<file path="src/rtl/tts_pkg.sv">
package tts_pkg;

    localparam int TABLE_SIZE       = 33;
    localparam int MAX_CHANNELS_DEF = 20;
    localparam int TABLE_POINTS_DEF = 33;

    localparam int MV_W   = 12;
    localparam int T_W    = 12;
    localparam int TH_W   = T_W + 1;
    localparam int SUM_W  = 17;
    localparam int CNT_W  = 6;
    localparam int AW     = $clog2(TABLE_SIZE);
    // widest segment span (70 mV) and largest count both fit in seven bits
    localparam int DVSR_W = 7;
    localparam int DIV_W  = 17;
    localparam int DCNT_W = $clog2(DIV_W + 1);

    localparam logic signed [T_W-1:0] TEMP_BASE16 = -12'sd640;
    localparam logic signed [T_W-1:0] TEMP_TOP16  = 12'sd1920;

    // divider voltage in mV at -40 C, -35 C, ... 120 C
    localparam logic [MV_W-1:0] TBL_MV [TABLE_SIZE] = '{
        12'd2440, 12'd2420, 12'd2400, 12'd2380, 12'd2350, 12'd2320, 12'd2270,
        12'd2230, 12'd2170, 12'd2110, 12'd2050, 12'd1990, 12'd1920, 12'd1860,
        12'd1800, 12'd1740, 12'd1680, 12'd1630, 12'd1590, 12'd1550, 12'd1510,
        12'd1480, 12'd1450, 12'd1430, 12'd1400, 12'd1380, 12'd1370, 12'd1350,
        12'd1340, 12'd1330, 12'd1320, 12'd1310, 12'd1300
    };

    typedef struct packed {
        logic load;
        logic search_step;
        logic div_start_t;
        logic finish_t;
        logic div_start_a;
        logic emit;
    } t_cmd;

    typedef struct packed {
        logic temp_ok;
        logic seg_found;
        logic div_done;
        logic last;
        logic cnt_zero;
        logic out_free;
    } t_status;

endpackage

</file>
<file path="src/rtl/tts_div.sv">
module tts_div
    import tts_pkg::*;
(
    input  logic              i_clk,
    input  logic              i_rst_n,
    input  logic              i_start,
    input  logic [DIV_W-1:0]  i_dividend,
    input  logic [DVSR_W-1:0] i_divisor,
    output logic              o_done,
    output logic [DIV_W-1:0]  o_quotient,
    output logic [DVSR_W-1:0] o_remainder
);

    logic [DCNT_W-1:0] r_cnt;
    logic [DIV_W-1:0]  r_quo;
    logic [DVSR_W-1:0] r_rem;
    logic [DVSR_W-1:0] r_dvsr;

    logic [DVSR_W:0] w_shift;
    logic [DVSR_W:0] w_sub;
    logic            w_ge;

    // restoring division, one quotient bit per cycle
    assign w_shift = {r_rem, r_quo[DIV_W-1]};
    assign w_sub   = w_shift - {1'b0, r_dvsr};
    assign w_ge    = w_shift >= {1'b0, r_dvsr};

    always_ff @(posedge i_clk) begin
        if (!i_rst_n) begin
            r_cnt <= '0;
        end else if (i_start) begin
            r_cnt <= DCNT_W'(DIV_W);
        end else if (r_cnt != '0) begin
            r_cnt <= r_cnt - DCNT_W'(1);
        end
    end

    always_ff @(posedge i_clk) begin
        if (i_start) begin
            r_quo  <= i_dividend;
            r_rem  <= '0;
            r_dvsr <= i_divisor;
        end else if (r_cnt != '0) begin
            r_quo <= {r_quo[DIV_W-2:0], w_ge};
            r_rem <= w_ge ? w_sub[DVSR_W-1:0] : w_shift[DVSR_W-1:0];
        end
    end

    assign o_done      = (r_cnt == '0);
    assign o_quotient  = r_quo;
    assign o_remainder = r_rem;

endmodule

</file>
<file path="src/rtl/tts_dpath.sv">
module tts_dpath
    import tts_pkg::*;
#(
    parameter int MAX_CHANNELS = MAX_CHANNELS_DEF,
    parameter int TABLE_POINTS = TABLE_POINTS_DEF
) (
    input  logic                  i_clk,
    input  logic                  i_rst_n,
    input  t_cmd                  i_cmd,
    output t_status               o_status,
    input  logic [MV_W-1:0]       i_sample_mv,
    input  logic                  i_last_in_set,
    input  logic                  i_out_stall,
    output logic                  o_out_valid,
    output logic signed [T_W-1:0] o_temp_sixteenths,
    output logic                  o_temp_valid,
    output logic                  o_set_done,
    output logic                  o_none_valid,
    output logic [CNT_W-1:0]      o_valid_count,
    output logic signed [T_W-1:0] o_lowest_sixteenths,
    output logic signed [T_W-1:0] o_highest_sixteenths,
    output logic signed [T_W-1:0] o_average_sixteenths
);

    localparam int POINTS = (TABLE_POINTS > TABLE_SIZE) ? TABLE_SIZE : TABLE_POINTS;
    localparam bit POINTS_OK = (POINTS >= 2);
    localparam logic [MV_W-1:0] MV_HIGH = TBL_MV[0];
    localparam logic [MV_W-1:0] MV_LOW  = TBL_MV[(POINTS >= 2) ? POINTS - 1 : 0];

    logic [MV_W-1:0]         r_mv;
    logic                    r_last;
    logic                    r_temp_ok;
    logic [AW-1:0]           r_idx;
    logic signed [T_W-1:0]   r_temp;
    logic signed [T_W-1:0]   r_min;
    logic signed [T_W-1:0]   r_max;
    logic signed [SUM_W-1:0] r_sum;
    logic [CNT_W-1:0]        r_cnt;
    logic                    r_out_valid;

    logic [MV_W-1:0]         w_vh;
    logic [MV_W-1:0]         w_vl;
    logic [MV_W-1:0]         w_d;
    logic [MV_W-1:0]         w_diff;
    logic [DIV_W-1:0]        w_x;
    logic signed [TH_W-1:0]  w_th;
    logic signed [TH_W-1:0]  w_sumq;
    logic signed [TH_W-1:0]  w_t;
    logic signed [T_W-1:0]   w_t12;
    logic [DIV_W-1:0]        w_sum_abs;
    logic                    w_div_start;
    logic [DIV_W-1:0]        w_dividend;
    logic [DVSR_W-1:0]       w_divisor;
    logic                    w_div_done;
    logic [DIV_W-1:0]        w_quo;
    logic [DVSR_W-1:0]       w_rem;
    logic [T_W-1:0]          w_q12;
    logic signed [T_W-1:0]   w_avg;
    logic                    w_in_range;
    logic                    w_room;
    logic                    w_out_free;

    assign w_vh   = TBL_MV[r_idx];
    assign w_vl   = TBL_MV[r_idx + AW'(1)];
    assign w_d    = w_vh - w_vl;
    assign w_diff = w_vh - r_mv;
    // times 80 as two shifts
    assign w_x    = DIV_W'({w_diff, 6'b0}) + DIV_W'({w_diff, 4'b0});
    assign w_th   = TH_W'(TEMP_BASE16) + $signed(TH_W'({r_idx, 6'b0}))
                  + $signed(TH_W'({r_idx, 4'b0}));

    // th + q, bumped by one where that sum is negative and the division inexact
    assign w_sumq = w_th + $signed(TH_W'(w_quo));
    assign w_t    = w_sumq + ((w_sumq < 0 && w_rem != '0) ? TH_W'(1) : TH_W'(0));
    assign w_t12  = w_t[T_W-1:0];

    assign w_sum_abs   = r_sum[SUM_W-1] ? DIV_W'(-r_sum) : DIV_W'(r_sum);
    assign w_div_start = i_cmd.div_start_t | i_cmd.div_start_a;
    assign w_dividend  = i_cmd.div_start_a ? w_sum_abs : w_x;
    assign w_divisor   = i_cmd.div_start_a ? DVSR_W'(r_cnt) : w_d[DVSR_W-1:0];

    assign w_q12 = w_quo[T_W-1:0];
    assign w_avg = r_sum[SUM_W-1] ? -$signed(w_q12) : $signed(w_q12);

    assign w_in_range = POINTS_OK && (i_sample_mv <= MV_HIGH) && (i_sample_mv >= MV_LOW);
    assign w_room     = r_cnt < CNT_W'(MAX_CHANNELS);
    assign w_out_free = !r_out_valid || !i_out_stall;

    tts_div u_div (
        .i_clk       (i_clk),
        .i_rst_n     (i_rst_n),
        .i_start     (w_div_start),
        .i_dividend  (w_dividend),
        .i_divisor   (w_divisor),
        .o_done      (w_div_done),
        .o_quotient  (w_quo),
        .o_remainder (w_rem)
    );

    always_ff @(posedge i_clk) begin
        if (i_cmd.load) begin
            r_mv      <= i_sample_mv;
            r_last    <= i_last_in_set;
            r_temp_ok <= w_in_range;
            r_idx     <= '0;
            r_temp    <= '0;
        end else if (i_cmd.search_step) begin
            r_idx <= r_idx + AW'(1);
        end else if (i_cmd.finish_t) begin
            r_temp <= w_t12;
        end
    end

    always_ff @(posedge i_clk) begin
        if (!i_rst_n) begin
            r_min <= TEMP_TOP16;
            r_max <= TEMP_BASE16;
            r_sum <= '0;
            r_cnt <= '0;
        end else if (i_cmd.emit && r_last) begin
            r_min <= TEMP_TOP16;
            r_max <= TEMP_BASE16;
            r_sum <= '0;
            r_cnt <= '0;
        end else if (i_cmd.finish_t && w_room) begin
            if (w_t12 < r_min) begin
                r_min <= w_t12;
            end
            if (w_t12 > r_max) begin
                r_max <= w_t12;
            end
            r_sum <= r_sum + SUM_W'(w_t12);
            r_cnt <= r_cnt + CNT_W'(1);
        end
    end

    always_ff @(posedge i_clk) begin
        if (!i_rst_n) begin
            r_out_valid <= 1'b0;
        end else if (i_cmd.emit) begin
            r_out_valid <= 1'b1;
        end else if (!i_out_stall) begin
            r_out_valid <= 1'b0;
        end
    end

    always_ff @(posedge i_clk) begin
        if (i_cmd.emit) begin
            o_temp_sixteenths    <= r_temp;
            o_temp_valid         <= r_temp_ok;
            o_set_done           <= r_last;
            o_none_valid         <= r_last && (r_cnt == '0);
            o_valid_count        <= r_last ? r_cnt : '0;
            o_lowest_sixteenths  <= (r_last && r_cnt != '0) ? r_min : '0;
            o_highest_sixteenths <= (r_last && r_cnt != '0) ? r_max : '0;
            o_average_sixteenths <= (r_last && r_cnt != '0) ? w_avg : '0;
        end
    end

    assign o_out_valid = r_out_valid;

    assign o_status.temp_ok   = r_temp_ok;
    assign o_status.seg_found = r_mv >= w_vl;
    assign o_status.div_done  = w_div_done;
    assign o_status.last      = r_last;
    assign o_status.cnt_zero  = (r_cnt == '0);
    assign o_status.out_free  = w_out_free;

    a_cnt_bound: assert property (@(posedge i_clk) disable iff (!i_rst_n)
        r_cnt <= CNT_W'(MAX_CHANNELS))
        else $error("valid count beyond channel limit");

    a_min_le_max: assert property (@(posedge i_clk) disable iff (!i_rst_n)
        (r_cnt != '0) |-> (r_min <= r_max))
        else $error("running minimum above running maximum");

    a_set_clear: assert property (@(posedge i_clk) disable iff (!i_rst_n)
        (i_cmd.emit && r_last) |=> (r_cnt == '0 && r_sum == '0))
        else $error("statistics not cleared after last beat of set");

    a_emit_free: assert property (@(posedge i_clk) disable iff (!i_rst_n)
        i_cmd.emit |-> w_out_free)
        else $error("result loaded over an unaccepted beat");

endmodule

</file>
<file path="src/rtl/tts_ctrl.sv">
module tts_ctrl
    import tts_pkg::*;
(
    input  logic    i_clk,
    input  logic    i_rst_n,
    input  logic    i_in_valid,
    output logic    o_in_stall,
    input  t_status i_status,
    output t_cmd    o_cmd
);

    localparam logic [2:0] ST_IDLE   = 3'd0;
    localparam logic [2:0] ST_SEARCH = 3'd1;
    localparam logic [2:0] ST_DIV_T  = 3'd2;
    localparam logic [2:0] ST_STATS  = 3'd3;
    localparam logic [2:0] ST_DIV_A  = 3'd4;
    localparam logic [2:0] ST_EMIT   = 3'd5;

    logic [2:0] r_state;
    logic [2:0] n_state;

    always_comb begin
        n_state = r_state;
        o_cmd   = '0;
        unique case (r_state)
            ST_IDLE: begin
                if (i_in_valid) begin
                    o_cmd.load = 1'b1;
                    n_state    = ST_SEARCH;
                end
            end
            ST_SEARCH: begin
                if (!i_status.temp_ok) begin
                    n_state = ST_STATS;
                end else if (i_status.seg_found) begin
                    o_cmd.div_start_t = 1'b1;
                    n_state           = ST_DIV_T;
                end else begin
                    o_cmd.search_step = 1'b1;
                end
            end
            ST_DIV_T: begin
                if (i_status.div_done) begin
                    o_cmd.finish_t = 1'b1;
                    n_state        = ST_STATS;
                end
            end
            ST_STATS: begin
                if (i_status.last && !i_status.cnt_zero) begin
                    o_cmd.div_start_a = 1'b1;
                    n_state           = ST_DIV_A;
                end else begin
                    n_state = ST_EMIT;
                end
            end
            ST_DIV_A: begin
                if (i_status.div_done) begin
                    n_state = ST_EMIT;
                end
            end
            ST_EMIT: begin
                if (i_status.out_free) begin
                    o_cmd.emit = 1'b1;
                    n_state    = ST_IDLE;
                end
            end
            default: begin
                n_state = ST_IDLE;
            end
        endcase
    end

    always_ff @(posedge i_clk) begin
        if (!i_rst_n) begin
            r_state <= ST_IDLE;
        end else begin
            r_state <= n_state;
        end
    end

    assign o_in_stall = (r_state != ST_IDLE);

endmodule

</file>
<file path="src/rtl/thermistor_table_temp_statistics_unit.sv">
// channel  direction  handshake                 payload
// in       input      i_in_valid / o_in_stall   i_sample_mv, i_last_in_set
// out      output     o_out_valid / i_out_stall o_temp_sixteenths ... o_average_sixteenths
//
// one beat in flight: an out-of-range voltage skips the search and divide; an
// in-range one does a table segment search, one point per cycle, then a divide
// a set's last beat, if any beat counted, adds an average divide on the same divider
// synchronous active-low reset clears the controller, output valid and statistics
// a finished result waits in the output register; the next input beat is taken
// meanwhile, and the controller holds before loading the following result
module thermistor_table_temp_statistics_unit
    import tts_pkg::*;
#(
    parameter int MAX_CHANNELS = MAX_CHANNELS_DEF,
    parameter int TABLE_POINTS = TABLE_POINTS_DEF
) (
    input  logic                  i_clk,
    input  logic                  i_rst_n,
    input  logic                  i_in_valid,
    output logic                  o_in_stall,
    input  logic [MV_W-1:0]       i_sample_mv,
    input  logic                  i_last_in_set,
    output logic                  o_out_valid,
    input  logic                  i_out_stall,
    output logic signed [T_W-1:0] o_temp_sixteenths,
    output logic                  o_temp_valid,
    output logic                  o_set_done,
    output logic                  o_none_valid,
    output logic [CNT_W-1:0]      o_valid_count,
    output logic signed [T_W-1:0] o_lowest_sixteenths,
    output logic signed [T_W-1:0] o_highest_sixteenths,
    output logic signed [T_W-1:0] o_average_sixteenths
);

    t_cmd    w_cmd;
    t_status w_status;

    tts_ctrl u_ctrl (
        .i_clk      (i_clk),
        .i_rst_n    (i_rst_n),
        .i_in_valid (i_in_valid),
        .o_in_stall (o_in_stall),
        .i_status   (w_status),
        .o_cmd      (w_cmd)
    );

    tts_dpath #(
        .MAX_CHANNELS (MAX_CHANNELS),
        .TABLE_POINTS (TABLE_POINTS)
    ) u_dpath (
        .i_clk                (i_clk),
        .i_rst_n              (i_rst_n),
        .i_cmd                (w_cmd),
        .o_status             (w_status),
        .i_sample_mv          (i_sample_mv),
        .i_last_in_set        (i_last_in_set),
        .i_out_stall          (i_out_stall),
        .o_out_valid          (o_out_valid),
        .o_temp_sixteenths    (o_temp_sixteenths),
        .o_temp_valid         (o_temp_valid),
        .o_set_done           (o_set_done),
        .o_none_valid         (o_none_valid),
        .o_valid_count        (o_valid_count),
        .o_lowest_sixteenths  (o_lowest_sixteenths),
        .o_highest_sixteenths (o_highest_sixteenths),
        .o_average_sixteenths (o_average_sixteenths)
    );

endmodule
</file>
<file path="config.mk">
export PLATFORM = sky130hd
export DESIGN_NAME = thermistor_table_temp_statistics_unit
export DESIGN_NICKNAME = d
export VERILOG_FILES = /design/src/rtl/tts_pkg.sv /design/src/rtl/tts_div.sv /design/src/rtl/tts_dpath.sv /design/src/rtl/tts_ctrl.sv /design/src/rtl/thermistor_table_temp_statistics_unit.sv
export SDC_FILE = /design/constraint.sdc
export NUM_CORES = 1
export LEC_CHECK = 0
export BUFFER_PORTS_ARGS = -buffer_cell sky130_fd_sc_hd__buf_2
export CORE_UTILIZATION = 60
export CTS_CLUSTER_DIAMETER = 120
export DETAILED_ROUTE_END_ITERATION = 12
export PLACE_DENSITY = 0.79
export SLEW_MARGIN = 20
export SYNTH_ARGS = -nofsm -noshare
export SYNTH_HDL_FRONTEND = slang
export SYNTH_SLANG_ARGS = --single-unit
export TNS_END_PERCENT = 30
</file>
<file path="constraint.sdc">
create_clock -name i_clk -period 15.9 [get_ports i_clk]
set_input_delay 1.59 -clock i_clk [delete_from_list [all_inputs] [get_ports i_clk]]
set_output_delay 1.59 -clock i_clk [all_outputs]
set_load 0.02 [all_outputs]
</file>
==> results.md, run 1 <==
- Clock period minus worst slack: 7219 ps
- Critical Path RT: 16250 ps
- Biggest area consumer among synthesized cells: edfxtp_1
- Max_slew headroom: 35.63%
- Syn nets: 1474
- Most common cell after layout, fill and taps aside: nor2_1
- CP Class: reg -> reg
- RSZ-0062 raised after global routing: false
- Max Clock Skew: 10.42 ps
- Rows: 50
- # nets final: 1522
- Primary FF master, synth: edfxtp_1
- Global route overflow: 0
- Mapped Cells: 1328
- Clock insertion delay at the later pin of the skew report: 440 ps
- Period utilization: 45.41%
- Die Ht: 142.2 microns
- Pleak: 0.005458 uW
- Vias in the first global route: 9362
- Resize count post-CTS: 0
- Top cell type's share of synthesized area: 24.19%
- DP HPWL: 20770 microns
- Clock slew at reported path FFs: 80 ps
- Flops & latches, synth: 176
- Post-route cell area: 0.01300 sq mm
- Placed Area: 0.01239 sq mm
- Largest net degree at the start of global routing: 58
- DRT iter0 DRCs: 751
- Most frequent cells in the layout: 138 x nor2_1, 119 x ha_1, 117 x nand2_1, 105 x a21oi_1, 101 x inv_1
- R2r setup slk: 8680 ps
- Post-synth EDFFs: 95
- Synthesized area: 0.01180 sq mm
- Synth warnings: 0
- Num CTS Buffers: 17
- Worst min path class: reg -> reg
- Layout cell share with drive strength beyond 1: 9.935%
- Mean Syn Cell Area: 8.882 sq um
- Setup TNS: 0 ps
- Status: completed
- CP max FO: 23
- Fmax: 138.5 MHz
- CP arrival: 7570 ps
- Worst-Margin Slew: 956.8 ps
- Final Hold Fails: 0
- # DRC: 0
- ANT nets after route: 0
- Via count: 9924
- Die Wd: 142.2 microns
- CP Launch Type: register
- Post-synthesis sequential area ratio: 37.93%
- WL per Instance: 17.61 microns
- Root Buffer: clkbuf_16
- TritonCTS clock tree: built
- Postcts setup bufs: 0
- Setup crit end kind: register
- CTS Sinks: 176
- Hold-fix buffers, CTS: 0
- Max cap viols: 0
- PortBufs: 75
- Diode count: 0
- Max-slew violation count: 0
- Top cells by area in the synthesized netlist: edfxtp_1 24%, dfxtp_1 14%, ha_1 13%
- FFs w/ async S/R, synth: 0%
- Die area: 0.02022 sq mm
- Worst IR Drop VDD: 0.3055 mV
- Gr usage total: 29.92%
- Core ar.: 0.01896 sq mm
- Antenna violations before repair: 0
- Final setup violation count: 0
- H-tree levels: 4
- IO Pins: 76
- Pre-antenna DRT Iters: 5
- Gp weighted congestion: 0.9383
- Clock buffer depth: 2
- Global-route wire length before repair: 47110 microns
- Power Density: 229.7 mW/mm^2
- Drt total wl: 29040 microns
- Fill cell count: 1519
- Synth cell types: 63
- Area Growth Syn to Fin: 10.24%
- Vias per cell: 6.018
- Initial Utilization: 62.22%
-- logic make-up after synthesis --
family,Yosys count,share of synthesized area (%)
and+or+nand+nor,424,16.81
adders and majority gates,129,14.32
buffers and inverters,164,5.261
xor gates and xnor gates,96,7.256
muxes,15,1.284
AOI/OAI and AO/OA,324,17.13
DFF,176,37.93
-- report_power, final --
part           switching (uW)  internal (uW)  total, uW
Clock                     213            214        427
Combinational            1120            748       1870
Sequential               93.1            600        693
-- path summary, 6_finish.rpt --
check	startpoint	end	depth (start not counted)
max	u_dpath.r_idx[2]$_SDFFE_PP0P_	u_dpath.r_max[9]$_SDFFE_PP0P_	25
min reg2reg	u_dpath.r_temp[10]$_SDFFE_PP0P_	u_dpath.o_temp_sixteenths[10]$_DFFE_PP_	0
min	u_dpath.r_temp[10]$_SDFFE_PP0P_	u_dpath.o_temp_sixteenths[10]$_DFFE_PP_	0
max reg2reg	u_dpath.r_idx[2]$_SDFFE_PP0P_	u_dpath.r_max[9]$_SDFFE_PP0P_	25
-- layout make-up --
type / count / area [sq um] / share of cell area, %
tap: 260 / 325.3 / 2.502
sequential: 176 / 4474 / 34.41
timing repair buffer: 89 / 480.5 / 3.695
inverter: 104 / 390.4 / 3.002
clock inverter: 15 / 180.2 / 1.386
multi-input combinational: 988 / 6726 / 51.73
clock buffer: 17 / 425.4 / 3.272
-- metal layers --
metal	track usage, %	wire length, microns	up-vias
met2	49.51	13710	364
met1	39.12	12520	4701
met5	0	0	-
met3	5.855	2108	56
met4	10.24	702	0
li1	-	-	4803
-- per-stage QoR --
stage               hold WS, ps  setup WS [ps]  std cells  utilization [%]  total power, uW
floorplan                 408.1           9741       1328                -             2076
global placement          415.8           9051       1617            65.35             2445
detailed placement        419.3           8807       1617            65.36             2513
CTS                       439.4           8743       1649            68.55             2962
global route              442.1           8185       1649            68.59             3224
finish                    443.7           8681       1649            68.59             2986
-- worst max-delay path: stages, from the launching register on --
cell and delay, ps:
dfxtp_1 820, inv_1 400, fa_1 580, inv_1 40, ha_1 270, ha_1 160
inv_1 60, fa_1 400, nor2b_1 140, o21a_1 140, o21a_1 170, o21a_1 120
nor2_1 40, xnor2_1 120, a21oi_1 190, ha_1 300, nand4_4 150, or3_1 410
nor4_2 170, xnor3_2 450, ha_1 410, nand4_1 180, o311ai_2 790, buf_4 320
nor2_1 60, a211oi_1 240
-- synthesized netlist by cell type (17+ instances only) --
library cell and count:
nand3_1 28, xnor2_1 67, ha_1 119, nand2_1 118, o31ai_1 20, a211oi_1 21
nor3_1 37, a21oi_1 105, nor2_1 139, dfxtp_1 81, clkbuf_1 53, nor2b_1 17
a21o_1 24, xor2_1 28, inv_1 101, o21ai_0 67, edfxtp_1 95
Power figures use the tool's default switching activity.
==> run 2: changes to the inputs <==
- CORE_UTILIZATION: 60 -> 56
- PLACE_DENSITY: 0.79 -> 0.77
- clock period: 15.9 -> 6.3 ns (I/O delays scaled with it)
==> results.md, run 2 (synthesis results as in run 1) <==
- Status: completed (unchanged)
- Hold path depth: 1 (was 0)
- Via count: 9980 (was 9924)
- Most frequent cells in the layout: 137 x nor2_1, 118 x nand2_1, 116 x ha_1, 102 x a21oi_1, 100 x inv_1 (was 138 x nor2_1, 119 x ha_1, 117 x nand2_1, 105 x a21oi_1, 101 x inv_1)
- Slowest stage delay, CP: 540 ps (was 820 ps)
- Gr usage total: 27.04% (was 29.92%)
- CP arrival: 6470 ps (was 7570 ps)
- Antenna violations before repair: 0 (unchanged)
- Clock buffer depth: 2 (unchanged)
- Net Sw Frac: 46.65% (was 47.69%)
- Worst IR Drop VDD: 0.6254 mV (was 0.3055 mV)
- CP Class: reg -> reg (unchanged)
- Setup crit end kind: register (unchanged)
- Clock slew at reported path FFs: 80 ps (about the same)
- Num CTS Buffers: 17 (unchanged)
- Tot Pwr: 7961 uW (was 2986 uW)
- Clock period minus worst slack: 6166 ps (was 7219 ps)
- Core ar.: 0.02043 sq mm (was 0.01896 sq mm)
- Clock insertion delay at the later pin of the skew report: 440 ps (about the same)
- Psw: 3714 uW (was 1424 uW)
- Die area: 0.02165 sq mm (was 0.02022 sq mm)
- Die Wd: 147.1 microns (was 142.2 microns)
- R2r setup slk: 130 ps (was 8680 ps)
- Most frequent cell on the critical path: o21a_1 (was ha_1)
- Fin cells: 1689 (was 1649)
- Area Growth Syn to Fin: 13.07% (was 10.24%)
- ANT nets after route: 0 (unchanged)
- Global-route wire length before repair: 46360 microns (was 47110 microns)
- Fmax: 162.2 MHz (was 138.5 MHz)
- Final setup violation count: 0 (unchanged)
- Period utilization: 97.88% (was 45.41%)
- PortBufs: 75 (unchanged)
- Rows: 52 (was 50)
- IO Pins: 76 (unchanged)
- Pre-antenna DRT Iters: 5 (unchanged)
- Max_slew headroom: 30.10% (was 35.63%)
- Drt total wl: 29000 microns (was 29040 microns)
- Worst min path class: in -> reg (was reg -> reg)
- Critical Path RT: 6600 ps (was 16250 ps)
- Gp weighted congestion: 0.8941 (was 0.9383)
- Max-slew violation count: 0 (unchanged)
- Pleak: 0.005612 uW (was 0.005458 uW)
- Core Util, Final: 65.28% (was 68.59%)
- Logic pwr share: 64.5% (was 62.5%)
- Die Ht: 147.1 microns (was 142.2 microns)
- Diode count: 0 (unchanged)
- Final Hold Fails: 0 (unchanged)
- Vias in the first global route: 9208 (was 9362)
- Largest net degree at the start of global routing: 58 (unchanged)
- H-tree levels: 4 (unchanged)
- CP max FO: 24 (was 23)
- Most common cell after layout, fill and taps aside: nor2_1 (unchanged)
- Reg2Reg Depth: 29 (was 25)
- TritonCTS clock tree: built (unchanged)
- Slowest CP cell: fa_1 (was dfxtp_1)
- DRT iter0 DRCs: 815 (was 751)
- Power Density: 597.0 mW/mm^2 (was 229.7 mW/mm^2)
- CP Launch Type: register (unchanged)
- Initial Utilization: 57.74% (was 62.22%)
- Vias per cell: 5.909 (was 6.018)
- Clk pwr share: 13.8% (was 14.3%)
- Internal Power: 4248 uW (was 1562 uW)
- DP HPWL: 20670 microns (was 20770 microns)
- Root Buffer: clkbuf_16 (unchanged)
- Hold-fix buffers, CTS: 0 (unchanged)
- Flop pwr share: 21.7% (was 23.2%)
- # nets final: 1552 (was 1522)
- Global route overflow: 0 (unchanged)
- Register area: 0.004474 sq mm (unchanged)
- Placed cells: 1650 (was 1617)
- Max cap viols: 0 (unchanged)
- Fill cell count: 1711 (was 1519)
- Worst-Margin Slew: 1047 ps (was 956.8 ps)
- Layout cell share with drive strength beyond 1: 12.47% (was 9.935%)
- CTS Sinks: 176 (unchanged)
- Multi-input gate area: 0.006817 sq mm (was 0.006726 sq mm)
- WL per Instance: 17.17 microns (was 17.61 microns)
- # DRC: 0 (unchanged)
- RSZ-0062 raised after global routing: true (was false)
- Max Clock Skew: 18.06 ps (was 10.42 ps)
==> run 2: changes by cell type in the layout (fill, tap and decap cells not counted), moves of 2 or more <==
cell and change:
buf_4 +28, a21oi_2 +3, ha_4 +2, ha_1 -3, a21oi_1 -3
==> run 2: power groups by stage <==
stage          Sequential [uW]  Clock (uW)  Combinational, uW
5_1_grt                   1750        1150               5660
2_1_floorplan             1670           0               3570
3_5_place_dp              1740           0               4760
4_1_cts                   1720        1110               4960
3_3_place_gp              1730           0               4660
6_report                  1720        1100               5140
==> run 2: per-stage QoR <==
step | worst slack [ps] | cell area (sq um) | hold WS (ps) | setup TNS [ps]
floorplan | 140.8 | 11800 | 408.1 | 0
global placement | 264.0 | 12570 | 413.6 | 0
detailed placement | -50.36 | 12570 | 417.9 | -83.97
CTS | 5.560 | 13250 | 377.0 | 0
global route | -165.7 | 13340 | 377.1 | -1600
finish | 133.8 | 13340 | 382.3 | 0
==> run 2: worst max-delay path, delay by kind of cell, from the launching register on <==
kind,cells,cell delay (ps)
AOI/OAI and AO/OA,8,1170
xor gates and xnor gates,3,730
adders and majority gates,6,1850
buffers and inverters,4,410
DFF,1,400
and+or+nand+nor,8,1490
==> run 2: final cells by class <==
type | count | share of cell area [%]
repair buffers | 118 | 5.263
flip-flops and latches | 176 | 33.55
well taps | 270 | 2.533
clock buffers | 17 | 3.190
clock inverters | 15 | 1.426
multi-input cells | 989 | 51.11
inverters | 104 | 2.927
==> run 2: final timing paths <==
kind,from,to
min reg2reg,u_dpath.r_temp[5]$_SDFFE_PP0P_,u_dpath.o_temp_sixteenths[5]$_DFFE_PP_
max reg2reg,u_dpath.u_div.o_quotient[6]$_DFFE_PP_,u_dpath.r_max[8]$_SDFFE_PP1P_
max,u_dpath.u_div.o_quotient[6]$_DFFE_PP_,u_dpath.r_max[8]$_SDFFE_PP1P_
min,i_last_in_set,u_dpath.r_last$_DFFE_PP_
==> run 2: per-layer routing <==
metal,vias to the layer above,wire (microns),track usage [%]
li1,4859,-,-
met1,4706,12910,37.26
met2,356,13400,42.69
met3,59,1821,4.161
met4,0,866,10.62
met5,-,0,0
==> run 2: repair_timing <==
action,CTS,global route
pin swaps,1,1
endpoints found under the setup margin,6,20
gates cloned,1,0
setup buffers,1,5
resized for setup,5,10
==> run 3: changes to the inputs <==
- CORE_UTILIZATION: 56 -> 30
- PLACE_DENSITY: 0.77 -> 0.47
==> results.md, run 3 (synthesis results as in run 1) <==
- Clock period minus worst slack: 5979 ps (was 6166 ps)
- CTS Sinks: 176 (unchanged)
- RSZ-0062 raised after global routing: false (was true)
- # DRC: 0 (unchanged)
- Gr usage total: 16.35% (was 27.04%)
- Tot Pwr: 8014 uW (was 7961 uW)
- Layout cell share with drive strength beyond 1: 13.25% (was 12.47%)
- # nets final: 1567 (was 1552)
- Max_slew headroom: 45.67% (was 30.10%)
- Power Density: 584.5 mW/mm^2 (was 597.0 mW/mm^2)
- Final Hold Fails: 0 (unchanged)
- Register area: 0.004474 sq mm (unchanged)
- Slowest stage delay, CP: 530 ps (was 540 ps)
- Final setup violation count: 0 (unchanged)
- CP Class: reg -> reg (unchanged)
- Clock slew at reported path FFs: 90 ps (was 80 ps)
- Setup crit end kind: register (unchanged)
- Root Buffer: clkbuf_16 (unchanged)
- Clock buffer depth: 2 (unchanged)
- Drt total wl: 32250 microns (was 29000 microns)
- IO Pins: 76 (unchanged)
- Gp weighted congestion: 0.8197 (was 0.8941)
- CP max FO: 5 (was 24)
- Rows: 72 (was 52)
- Via count: 9591 (was 9980)
- Die area: 0.04011 sq mm (was 0.02165 sq mm)
- Worst slack, placed: -68.39 ps (was -50.36 ps)
- Most common cell after layout, fill and taps aside: nor2_1 (unchanged)
- H-tree levels: 4 (unchanged)
- Slowest CP cell: fa_1 (unchanged)
- Vias in the first global route: 9346 (was 9208)
- Most frequent cell on the critical path: o21a_1 (unchanged)
- Num CTS Buffers: 17 (unchanged)
- Fill cell count: 4016 (was 1711)
- Vias per cell: 4.913 (was 5.909)
- TritonCTS clock tree: built (unchanged)
- Hold-fix buffers, CTS: 0 (unchanged)
- Core ar.: 0.03874 sq mm (was 0.02043 sq mm)
- CP arrival: 6370 ps (was 6470 ps)
- Worst min path class: in -> reg (unchanged)
- Fin Hold WS: 359.1 ps (was 382.3 ps)
- Max cap viols: 0 (unchanged)
- Pleak: 0.005671 uW (was 0.005612 uW)
- DRT iter0 DRCs: 621 (was 815)
- Area Growth Syn to Fin: 16.24% (was 13.07%)
- Fin worst setup slack: 321.5 ps (was 133.8 ps)
- Multi-input gate area: 0.006760 sq mm (was 0.006817 sq mm)
- Diode count: 0 (unchanged)
- Max-slew violation count: 0 (unchanged)
- Die Wd: 200.3 microns (was 147.1 microns)
- Status: completed (unchanged)
- Global-route wire length before repair: 51970 microns (was 46360 microns)
- CP Launch Type: register (unchanged)
- PortBufs: 75 (unchanged)
- Most frequent cells in the layout: 138 x nor2_1, 117 x nand2_1, 116 x ha_1, 102 x a21oi_1, 100 x inv_1 (was 137 x nor2_1, 118 x nand2_1, 116 x ha_1, 102 x a21oi_1, 100 x inv_1)
- Pre-antenna DRT Iters: 5 (unchanged)
- Fin cells: 1952 (was 1689)
- DP HPWL: 23820 microns (was 20670 microns)
- Worst-Margin Slew: 813.3 ps (was 1047 ps)
- Placed cells: 1906 (was 1650)
- ANT nets after route: 0 (unchanged)
- Die Ht: 200.3 microns (was 147.1 microns)
- WL per Instance: 16.52 microns (was 17.17 microns)
- Largest net degree at the start of global routing: 58 (unchanged)
- Critical Path RT: 6690 ps (was 6600 ps)
- Clock insertion delay at the later pin of the skew report: 460 ps (was 440 ps)
- Initial Utilization: 30.45% (was 57.74%)
- Fmax: 167.3 MHz (was 162.2 MHz)
- Antenna violations before repair: 0 (unchanged)
- Global route overflow: 0 (unchanged)
- Period utilization: 94.90% (was 97.88%)
- Worst IR Drop VDD: 0.3017 mV (was 0.6254 mV)
- Max Clock Skew: 19.01 ps (was 18.06 ps)
run 3: path summary, 6_finish.rpt:
kind / start / end / slack, ps / cells past startpoint
max reg2reg: u_dpath.u_div.o_quotient[6]$_DFFE_PP_ / u_dpath.r_sum[16]$_SDFFE_PP0P_ / 320 / 30
max: u_dpath.u_div.o_quotient[6]$_DFFE_PP_ / u_dpath.r_sum[16]$_SDFFE_PP0P_ / 320 / 30
min reg2reg: u_dpath.r_temp[5]$_SDFFE_PP0P_ / u_dpath.o_temp_sixteenths[5]$_DFFE_PP_ / 440 / 0
min: i_last_in_set / u_dpath.r_last$_DFFE_PP_ / 360 / 1
run 3: layer usage:
| layer | part of all wire, % | track usage [%] | routed length (microns) | up-vias |
|---|---|---|---|---|
| li1 | - | - | - | 4893 |
| met1 | 49 | 22.61 | 15910 | 4500 |
| met2 | 46 | 26.13 | 14730 | 172 |
| met3 | 3.5 | 2.815 | 1131 | 26 |
| met4 | 1.5 | 4.553 | 483 | 0 |
| met5 | 0 | 0 | 0 | - |
run 3: critical path, delay by kind of cell (launching register included):
family	cells	cell delay, ps
XOR/XNOR	3	530
buffers and inverters	5	500
adder cells (fa/ha/maj)	6	1780
flip-flops	1	380
AO/OA/AOI/OAI	9	1450
AND/OR/NAND/NOR	7	1260
run 3: through the flow:
step	utilization [%]	cell area [sq um]	TNS, ps
after floorplan	-	11800	0
after global placement	33.41	12940	0
after detailed placement	33.41	12940	-328.9
after CTS	35.09	13590	0
after global routing	35.39	13710	0
final	35.39	13710	0
run 3: what timing repair did:
item | 4_1_cts | 5_1_grt
setup buffers | 3 | 11
resized for setup | 1 | 9
pin swaps | 0 | 6
endpoints found under the setup margin | 7 | 28
run 3: report_power, final:
group / total (uW) / switching (uW) / internal [uW]
clock network: 1120 / 572 / 550
logic: 5180 / 2990 / 2200
registers: 1710 / 198 / 1510
total: 8010 / 3760 / 4260
run 3: final cells by class:
class	instances	share of cell area, %
Tap cell	518	4.727
Clock buffer	17	3.103
Multi-Input combinational cell	988	49.31
Clock inverter	15	1.414
Inverter	104	2.847
Sequential cell	176	32.63
Timing Repair Buffer	134	5.968
